File: config.mk
export PLATFORM = sky130hd
export DESIGN_NAME = bpt_div_cell
export DESIGN_NICKNAME = d
export VERILOG_FILES = /design/src/design/bpt_pkg.sv /design/src/design/bpt_div_cell.sv
export SDC_FILE = /design/constraint.sdc
export NUM_CORES = 1
export LEC_CHECK = 0
export BUFFER_PORTS_ARGS = -buffer_cell sky130_fd_sc_hd__clkbuf_2
export CELL_PAD_IN_SITES_DETAIL_PLACEMENT = 0
export CELL_PAD_IN_SITES_GLOBAL_PLACEMENT = 1
export CORE_AREA = 2 2 367 369
export CTS_BUF_LIST = sky130_fd_sc_hd__clkbuf_4 sky130_fd_sc_hd__clkbuf_8 sky130_fd_sc_hd__clkbuf_16
export CTS_CLUSTER_DIAMETER = 50
export DETAILED_ROUTE_END_ITERATION = 8
export DIE_AREA = 0 0 369 371
export PLACE_DENSITY_LB_ADDON = 0.1
export SETUP_SLACK_MARGIN = 0.5
export SLEW_MARGIN = 10
export SYNTH_ARGS = -nofsm -noshare
export SYNTH_HDL_FRONTEND = slang
export SYNTH_SLANG_ARGS = --single-unit
export TNS_END_PERCENT = 100
File: constraint.sdc
create_clock -name clk_i -period 1.26 [get_ports clk_i]
set_input_delay 0.063 -clock clk_i [delete_from_list [all_inputs] [get_ports clk_i]]
set_output_delay 0.063 -clock clk_i [all_outputs]
set_load 0.03 [all_outputs]
File: src/design/bpt_pkg.sv
// ---------------------------------------------------------------------------
// bpt_pkg
// Types and constants of the barycentric point-in-triangle test unit.
// ---------------------------------------------------------------------------
`default_nettype none

package bpt_pkg;

  localparam int unsigned FIELD_WIDTH        = 16;
  localparam int unsigned WEIGHT_WIDTH       = 32;
  localparam int unsigned COORD_WIDTH_DEF    = 16;
  localparam int unsigned FRACTION_BITS_DEF  = 16;
  // quotient bits kept by the divider chain; the magnitude clips at 2^(QUOT_BITS-1)
  localparam int unsigned QUOT_BITS          = 61;

  typedef struct packed {
    logic signed [FIELD_WIDTH-1:0] va_x;
    logic signed [FIELD_WIDTH-1:0] va_y;
    logic signed [FIELD_WIDTH-1:0] va_z;
    logic signed [FIELD_WIDTH-1:0] vb_x;
    logic signed [FIELD_WIDTH-1:0] vb_y;
    logic signed [FIELD_WIDTH-1:0] vb_z;
    logic signed [FIELD_WIDTH-1:0] vc_x;
    logic signed [FIELD_WIDTH-1:0] vc_y;
    logic signed [FIELD_WIDTH-1:0] vc_z;
    logic signed [FIELD_WIDTH-1:0] point_x;
    logic signed [FIELD_WIDTH-1:0] point_y;
    logic signed [FIELD_WIDTH-1:0] point_z;
  } bpt_in_t;

  typedef struct packed {
    logic signed [WEIGHT_WIDTH-1:0] weight_u;
    logic signed [WEIGHT_WIDTH-1:0] weight_v;
    logic signed [WEIGHT_WIDTH-1:0] weight_w;
    logic                           inside_res;
    logic                           degenerate;
  } bpt_out_t;

  // control that travels with an item; lane 0 is v, lane 1 is w
  typedef struct packed {
    logic       valid;
    logic       degen;
    logic       in_tri;
    logic [1:0] ovf;
    logic [1:0] neg;
  } bpt_flags_t;

endpackage

`default_nettype wire

File: src/design/bpt_div_cell.sv
// ---------------------------------------------------------------------------
// bpt_div_cell
// One restoring division step for both weight lanes; hands its partial
// remainder, dividend bits and quotient to the next cell.
// ---------------------------------------------------------------------------
`default_nettype none

module bpt_div_cell #(
  parameter int unsigned QB = 61,
  parameter int unsigned WW = 73
) (
  input  logic                 clk_i,
  input  logic                 rst_ni,
  input  logic                 en_i,
  input  bpt_pkg::bpt_flags_t  flags_i,
  input  logic [WW-1:0]        den_i,
  input  logic [1:0][WW-1:0]   rem_i,
  input  logic [1:0][QB-1:0]   num_i,
  input  logic [1:0][QB-1:0]   quo_i,
  output bpt_pkg::bpt_flags_t  flags_o,
  output logic [WW-1:0]        den_o,
  output logic [1:0][WW-1:0]   rem_o,
  output logic [1:0][QB-1:0]   num_o,
  output logic [1:0][QB-1:0]   quo_o
);
  import bpt_pkg::*;

  bpt_flags_t          flags_q;
  logic [WW-1:0]       den_q;
  logic [1:0][WW-1:0]  rem_q, rem_d;
  logic [1:0][QB-1:0]  num_q, quo_q, quo_d;
  logic [WW:0]         trial [2];
  logic [1:0]          ge;

  always_comb begin
    for (int l = 0; l < 2; l++) begin
      trial[l] = {rem_i[l], num_i[l][QB-1]};
      ge[l]    = trial[l] >= {1'b0, den_i};
      rem_d[l] = ge[l] ? WW'(trial[l] - {1'b0, den_i}) : trial[l][WW-1:0];
      quo_d[l] = {quo_i[l][QB-2:0], ge[l]};
    end
  end

  always_ff @(posedge clk_i or negedge rst_ni) begin
    if (!rst_ni) begin
      flags_q <= '0;
    end else if (en_i) begin
      flags_q <= flags_i;
    end
  end

  always_ff @(posedge clk_i) begin
    if (en_i) begin
      den_q <= den_i;
      rem_q <= rem_d;
      quo_q <= quo_d;
      for (int l = 0; l < 2; l++) begin
        num_q[l] <= num_i[l] << 1;
      end
    end
  end

  assign flags_o = flags_q;
  assign den_o   = den_q;
  assign rem_o   = rem_q;
  assign num_o   = num_q;
  assign quo_o   = quo_q;

endmodule

`default_nettype wire

==> results.yml, run 1 <==
floorplanning:
  start_util: 0.190
  num_rows: 134
  die_w_um: 369
  io_pins: 943
  die_area_um2: 137000
  die_y_um: 371
  core_um2: 133000
clock_network:
  clock-sinks: 468
  cts_buffer_depth: 3
  cts-root-buf: "clkbuf_16"
  cts_tree: "built"
  insertion_delay_ns: 0.69
  h-tree-depth: 3
  cts_made_buffers: 88
  clkTransAtPathRegs_ns: 0.04
timing:
  hold_ws_ns: -0.253
  tightestPinTransition_ns: 0.870
  fin_ws_ns: -1.82
  post-route-min-period_ns: 3.08
  rsz0062_at_grt: "yes"
  skew_ns: 0
  post-route-period-util: 2.45
  hold_violations: 88
  max_freq_mhz: 324
  setup_viol: 616
  slew_headroom: 0.415
  finalMaxSlewViolations: 0
synthesis:
  yosysSeqAreaShare: 0.557
  synth_compound_area_frac: 0.152
  netlist_instances: 2139
  synthAdderAreaFrac: 0.0741
  synth.distinct_cells: 79
  yosysTopAreaCell: "edfxtp_1"
  synth_enable_flop_cells: 461
  ys.flop_type: "edfxtp_1"
  async_flop_share: 0.0150
  avgSynthCellArea_um2: 11.8
  synthMuxAreaShare: 0.0426
  ys_top_cells_by_area: "edfxtp_1, ha_1, a21oi_1, mux2_2, a21o_1"
  synthXorXnorAreaFrac: 0.0463
  synth_simple_gate_area_frac: 0.0917
  ys_ff_latch: 468
  yosysWarnings: 0
  synth_top_area_frac: 0.550
  netlist_area_um2: 25200
  synth_top_family_by_area: "compound AO/OA/AOI/OAI gates"
setup_path:
  path_max_fanout: 7
  worstSetupEndpoint: "rem_o[114]$_DFFE_PP_"
  ff2ff_path_depth: 3
  cp_slowest_stage_delay_ns: 0.35
  cp_cell_sequence: "clkbuf_16 > inv_12 > ha_4 > inv_2 > fa_2 > a21o_1 > a221oi_4 > o211a_4 > o31ai_4 > a22o_4 > a211oi_4 > buf_6 > a311oi_4 > a21oi_2 > o31ai_4 > buf_12 > clkbuf_16 > buf_8 > nor2_2 > a21oi_2"
  crit_slowest_cell: "fa_2"
  critPathBufInv: 7
  reg2reg_slack_ns: 0.23
  endpoint_kind: "flip-flop"
  r2r_end: "flags_o[4]$_DFFE_PN0P_"
  required_ns: 1.67
  worstSetupStartpoint: "num_i[121]"
  cp_top_family: "compound AO/OA/AOI/OAI gates"
  crit_arrival_ns: 3.50
  crit_type: "input port to flip-flop"
  setup.worst_path.start_class: "input port"
  worstReg2RegStart: "flags_o[4]$_DFFE_PN0P_"
  cp_num_cells: 20
pwr:
  ir_drop_uv: 855
  pwr_density_cell_nw_per_um2: 1280
  leakagePower_nw: 23.4
route:
  wl_um: 149000
  ant_nets: 0
  first_iter_violations: 1320
  post-route-drc-count: 0
  dr.pass1.iters: 7
  wl_per_cell_um: 23.9
  dr_total_vias: 26541
  via_per_inst: 4.27
cells_and_area:
  drive_above_1_share: 0.507
  fillers: 12992
  seqCellArea_um2: 14000
  area_growth_pct: 109
  final_cells: 6219
  nets: 4991
  multi_input_area_um2: 11800
placed_design:
  gp_congestion: 0.927
  placed_cells: 5513
  hpwl_um: 117000
  portBuffers: 938
  dpl_worst_slack_ns: -2.98
global_routing:
  grt_pass1_wl_um: 203000
  grt_max_degree: 69
  overflow: 0
  grt_pass1_vias: 28357
  antenna_found_initial: 26
  grt_use_total: 0.207
job:
  drv_cap: 0
outcome:
  run_status: "finished with violations"
  violations: "hold timing, setup timing"
hold_path:
  hold_path_class: "input port to flip-flop"
placed cells by master (no fill, tap or decap), drive strengths merged, types with 7 or more instances in the layout:
master / n
nor3: 23
nand3: 28
nor2: 161
o211ai: 12
mux2: 90
or3: 13
a21o: 110
nand4: 53
a21oi: 223
o21a: 12
dlygate4sd3: 469
edfxtp: 461
ha: 146
o21bai: 29
diode: 7
a211oi: 18
buf: 986
a31oi: 11
inv: 131
or4: 8
or2: 11
clkbuf: 881
nand2b: 9
clkinvlp: 7
clkinv: 38
and3: 14
dfrtp: 7
nand2: 114
o21ai: 90
and2: 11
o31ai: 17
nor2b: 19
xnor2: 83
xor2: 50
bufinv: 8
nor4: 9
a21boi: 12
kinds of logic after synthesis:
kind of cell | Yosys count
flip-flops | 468
other | 1
AO/OA/AOI/OAI | 594
AND/OR/NAND/NOR | 483
adder cells (fa/ha/maj) | 148
XOR/XNOR | 133
buffers and inverters | 216
multiplexers | 96
how the worst min path moves through the flow:
stage	start	to	slack (ns)	cells after the start
global placement	rst_ni	flags_o[3]$_DFFE_PN0P_	-0.09	1
CTS	en_i	den_o[60]$_DFFE_PP_	-0.30	1
global route	en_i	den_o[60]$_DFFE_PP_	-0.27	1
detailed placement	rst_ni	flags_o[3]$_DFFE_PN0P_	-0.08	1
finish	en_i	den_o[60]$_DFFE_PP_	-0.25	1
floorplan	rst_ni	flags_o[0]$_DFFE_PN0P_	-0.23	0
sequential cells by signal (all words and copies together) (netlist names):
register / count
den_o: 73
rem_o: 146
num_o: 120
quo_o: 122
flags_o: 7
repair_timing:
item | CTS | global route
hold buffers | 463 | 7
setup endpoints to repair | 623 | 630
pin swaps | 42 | 23
gates resized for setup | 1091 | 381
cloned | 11 | 10
hold endpoints to repair | 673 | 154
buffers inserted | 29 | 16
cells in the mapped netlist (all sizes together) (28+ instances only):
| master | count |
|---|---|
| a21o | 110 |
| xor2 | 50 |
| o21ai | 90 |
| edfxtp | 461 |
| nand2 | 114 |
| buf | 41 |
| mux2 | 90 |
| nor2 | 161 |
| clkbuf | 55 |
| inv | 120 |
| nand3 | 28 |
| o21bai | 29 |
| a21oi | 223 |
| xnor2 | 83 |
| ha | 146 |
| nand4 | 53 |
layout make-up:
cell class / count / area share
antenna: 7 / 0.000333
sequential: 468 / 0.267
timing repair buffer: 2236 / 0.399
inverter: 120 / 0.00931
clock inverter: 64 / 0.0137
multi-input combinational: 1456 / 0.225
tap: 1768 / 0.0421
clock buffer: 100 / 0.0436
worst reg2reg max path, cell delays in order, from the launching register on:
cell,delay [ns]
dfrtp_2,0.42
buf_6,0.12
buf_6,0.10
mux2_4,0.27
power by group:
part           internal (W)  total (W)  switching (W)
registers            0.0192     0.0204        0.00123
logic                0.0113     0.0224         0.0111
clock network        0.0150     0.0242        0.00922
stage by stage:
step            util  power (W)  area, um^2  setup TNS [ns]  hold slack [ns]
2_1_floorplan      -     0.0287       25700         -269.17           -0.233
3_3_place_gp   0.287     0.0374       38100         -396.31          -0.0885
3_5_place_dp   0.287     0.0373       38100         -400.87          -0.0846
4_1_cts        0.385     0.0667       51100         -310.93           -0.305
5_1_grt        0.396     0.0696       52500         -321.63           -0.265
6_report       0.396     0.0670       52500         -287.15           -0.253
routing by layer:
layer / wire, um / GRT usage / vias up
li1: - / - / 12540
met2: 78600 / 0.388 / 814
met4: 4530 / 0.0676 / 6
met5: 40 / 0 / -
met3: 6760 / 0.0355 / 195
met1: 59000 / 0.236 / 12986
Power figures use the tool's default switching activity.
==> run 2, diff against run 1 <==
--- a/config.mk
+++ b/config.mk
@@ -8,11 +8,11 @@
 export BUFFER_PORTS_ARGS = -buffer_cell sky130_fd_sc_hd__clkbuf_2
 export CELL_PAD_IN_SITES_DETAIL_PLACEMENT = 0
 export CELL_PAD_IN_SITES_GLOBAL_PLACEMENT = 1
-export CORE_AREA = 2 2 367 369
+export CORE_AREA = 2 2 364 366
 export CTS_BUF_LIST = sky130_fd_sc_hd__clkbuf_4 sky130_fd_sc_hd__clkbuf_8 sky130_fd_sc_hd__clkbuf_16
 export CTS_CLUSTER_DIAMETER = 50
 export DETAILED_ROUTE_END_ITERATION = 8
-export DIE_AREA = 0 0 369 371
+export DIE_AREA = 0 0 366 368
 export PLACE_DENSITY_LB_ADDON = 0.1
 export SETUP_SLACK_MARGIN = 0.5
 export SLEW_MARGIN = 10
==> constraint.sdc (replaced) <==
create_clock -name clk_i -period 2.5 [get_ports clk_i]
set_input_delay 0.125 -clock clk_i [delete_from_list [all_inputs] [get_ports clk_i]]
set_output_delay 0.125 -clock clk_i [all_outputs]
set_load 0.03 [all_outputs]
==> run 2 against run 1 <==
Effect of this change: the flow still finishes with violations (hold timing, setup timing); total power fell by 52%; register-to-register slack better by 1.5 ns; core utilization shrank 3.0 points; clock power is 50% lower; sequential share of layout area grew 2.6 points; sequential power shrank 50%; via count fell by 0.59%; sequential cell count is the same.
==> results.yml, run 2 (synthesis gave the netlist of run 1 again) <==
outcome:
  run_status: "finished with violations"
  violations: "hold timing, setup timing"
route:
  ant_nets: 0
  post-route-drc-count: 0
  dr.pass1.iters: 5
  wl_um: 142000
  first_iter_violations: 1471
  via_per_inst: 4.26
  wl_per_cell_um: 23.0
  dr_total_vias: 26384
placed_design:
  placed_cells: 5488
  hpwl_um: 114000
  gp_congestion: 0.912
  portBuffers: 938
  placed_area_um2: 37800
pwr:
  seqPwrFrac: 0.313
  comb_power_share: 0.307
  p_int_w: 0.0217
  pwr-share-clk: 0.380
  pwr_density_cell_nw_per_um2: 673
  power_switching_share: 0.326
  switching_power_w: 0.0105
  ir_drop_uv: 530
  leakagePower_nw: 21.8
cells_and_area:
  final_cell_mix: "clkbuf_2, buf_4, dlygate4sd3_1"
  drive_above_1_share: 0.494
  final_util: 0.365
  largest_reg_flops: 146
  fin_area_um2: 47800
  nets: 4975
  final_cells: 6188
  final_common_cell: "clkbuf_2"
  area_growth_pct: 89.8
setup_path:
  r2r_end: "flags_o[1]$_DFFE_PN0P_"
  crit_arrival_ns: 3.79
  path_max_fanout: 5
  crit_type: "input port to flip-flop"
  endpoint_kind: "flip-flop"
  reg2reg_slack_ns: 1.73
  setup.worst_path.start_class: "input port"
  worstSetupStartpoint: "den_i[10]"
  required_ns: 2.92
  ff2ff_path_depth: 1
  worstReg2RegStart: "flags_o[1]$_DFFE_PN0P_"
job:
  drv_cap: 0
timing:
  skew_ns: 0
  fin_ws_ns: -0.874
  setup_viol: 148
  tightestPinTransition_ns: 0.768
  finalMaxSlewViolations: 0
  slew_headroom: 0.484
  post-route-period-util: 1.35
  hold_violations: 1
  rsz0062_at_grt: "yes"
  hold_ws_ns: -0.231
  max_freq_mhz: 296
  post-route-min-period_ns: 3.37
clock_network:
  insertion_delay_ns: 0.68
  cts_buffer_depth: 3
  cts_made_buffers: 88
  cts_tree: "built"
  cts-root-buf: "clkbuf_16"
  clkTransAtPathRegs_ns: 0.04
  clock-sinks: 468
  h-tree-depth: 3
hold_path:
  whs_path_depth: 2
  holdPathEnd: "den_o[0]$_DFFE_PP_"
  holdCritStartpoint: "den_i[0]"
  hold_path_class: "input port to flip-flop"
global_routing:
  grt_pass1_vias: 28333
  grt_max_degree: 70
  antenna_found_initial: 12
  grt_pass1_wl_um: 200000
  overflow: 0
  grt_use_total: 0.205
floorplanning:
  die_area_um2: 135000
  io_pins: 943
  core_um2: 131000
  num_rows: 133
  die_w_um: 366
  die_y_um: 368
  start_util: 0.193
[run 2: worst max path at each step]
stage,endpoint,slack (ns),cells after the start
finish,rem_o[36]$_DFFE_PP_,-0.87,19
global route,rem_o[16]$_DFFE_PP_,-0.90,21
CTS,rem_o[4]$_DFFE_PP_,-0.97,20
detailed placement,rem_o[12]$_DFFE_PP_,-2.35,19
global placement,rem_o[12]$_DFFE_PP_,-2.42,19
floorplan,rem_o[142]$_DFFE_PP_,-0.78,15
[run 2: timing repair]
action | in CTS | in global routing
cloned | 12 | 3
endpoints found under the setup margin | 148 | 148
hold buffers | 469 | 2
gates resized for setup | 235 | 73
endpoints found under the hold margin | 503 | 2
buffers inserted | 31 | 14
pin swaps | 33 | 8
[run 2: final cells by class]
class,instances,area (um^2)
clock buffer,105,2380
antenna,5,12.5
clock inverter,59,684
multi-input combinational,1456,11600
inverter,120,492
sequential,468,14000
fill,13285,83000
tap,1755,2200
timing repair buffer,2220,16400
[run 2: metal layers]
metal | GRT usage | wire length [um] | vias up
met5 | 0 | 0 | -
met4 | 0.0624 | 4330 | 0
met3 | 0.0374 | 6480 | 178
met2 | 0.380 | 74300 | 843
met1 | 0.237 | 57000 | 12868
li1 | - | - | 12495
[run 2: power by group through the flow]
stage	Combinational, W	Sequential, W	Clock [W]
finish	0.00987	0.0101	0.0122
floorplan	0.00277	0.0117	0
CTS	0.00978	0.0101	0.0126
global placement	0.00857	0.0102	0
global route	0.0105	0.0101	0.0129
detailed placement	0.00854	0.0102	0
[run 2: worst max-delay path, stage by stage]
cell and delay (ns):
clkbuf_2 0.09, inv_1 0.08, ha_1 0.33, buf_4 0.16
nand2_2 0.10, nor3_2 0.27, nand2_2 0.15, a21oi_4 0.31
a211oi_4 0.11, buf_12 0.14, o31ai_4 0.20, buf_12 0.17
a21oi_4 0.07, o21ai_4 0.26, o31ai_4 0.14, o31ai_4 0.30
buf_12 0.22, buf_16 0.17, mux2_4 0.31
[run 2: stage by stage]
stage          hold slack, ns  total power (W)  TNS (ns)  worst slack, ns
4_1_cts                -0.293           0.0325   -109.60           -0.975
2_1_floorplan          -0.171           0.0145    -94.83           -0.779
3_5_place_dp         0.000991           0.0188   -280.12            -2.35
3_3_place_gp          -0.0105           0.0188   -283.83            -2.42
6_report               -0.231           0.0322   -108.73           -0.874
5_1_grt                -0.290           0.0335   -113.60           -0.902
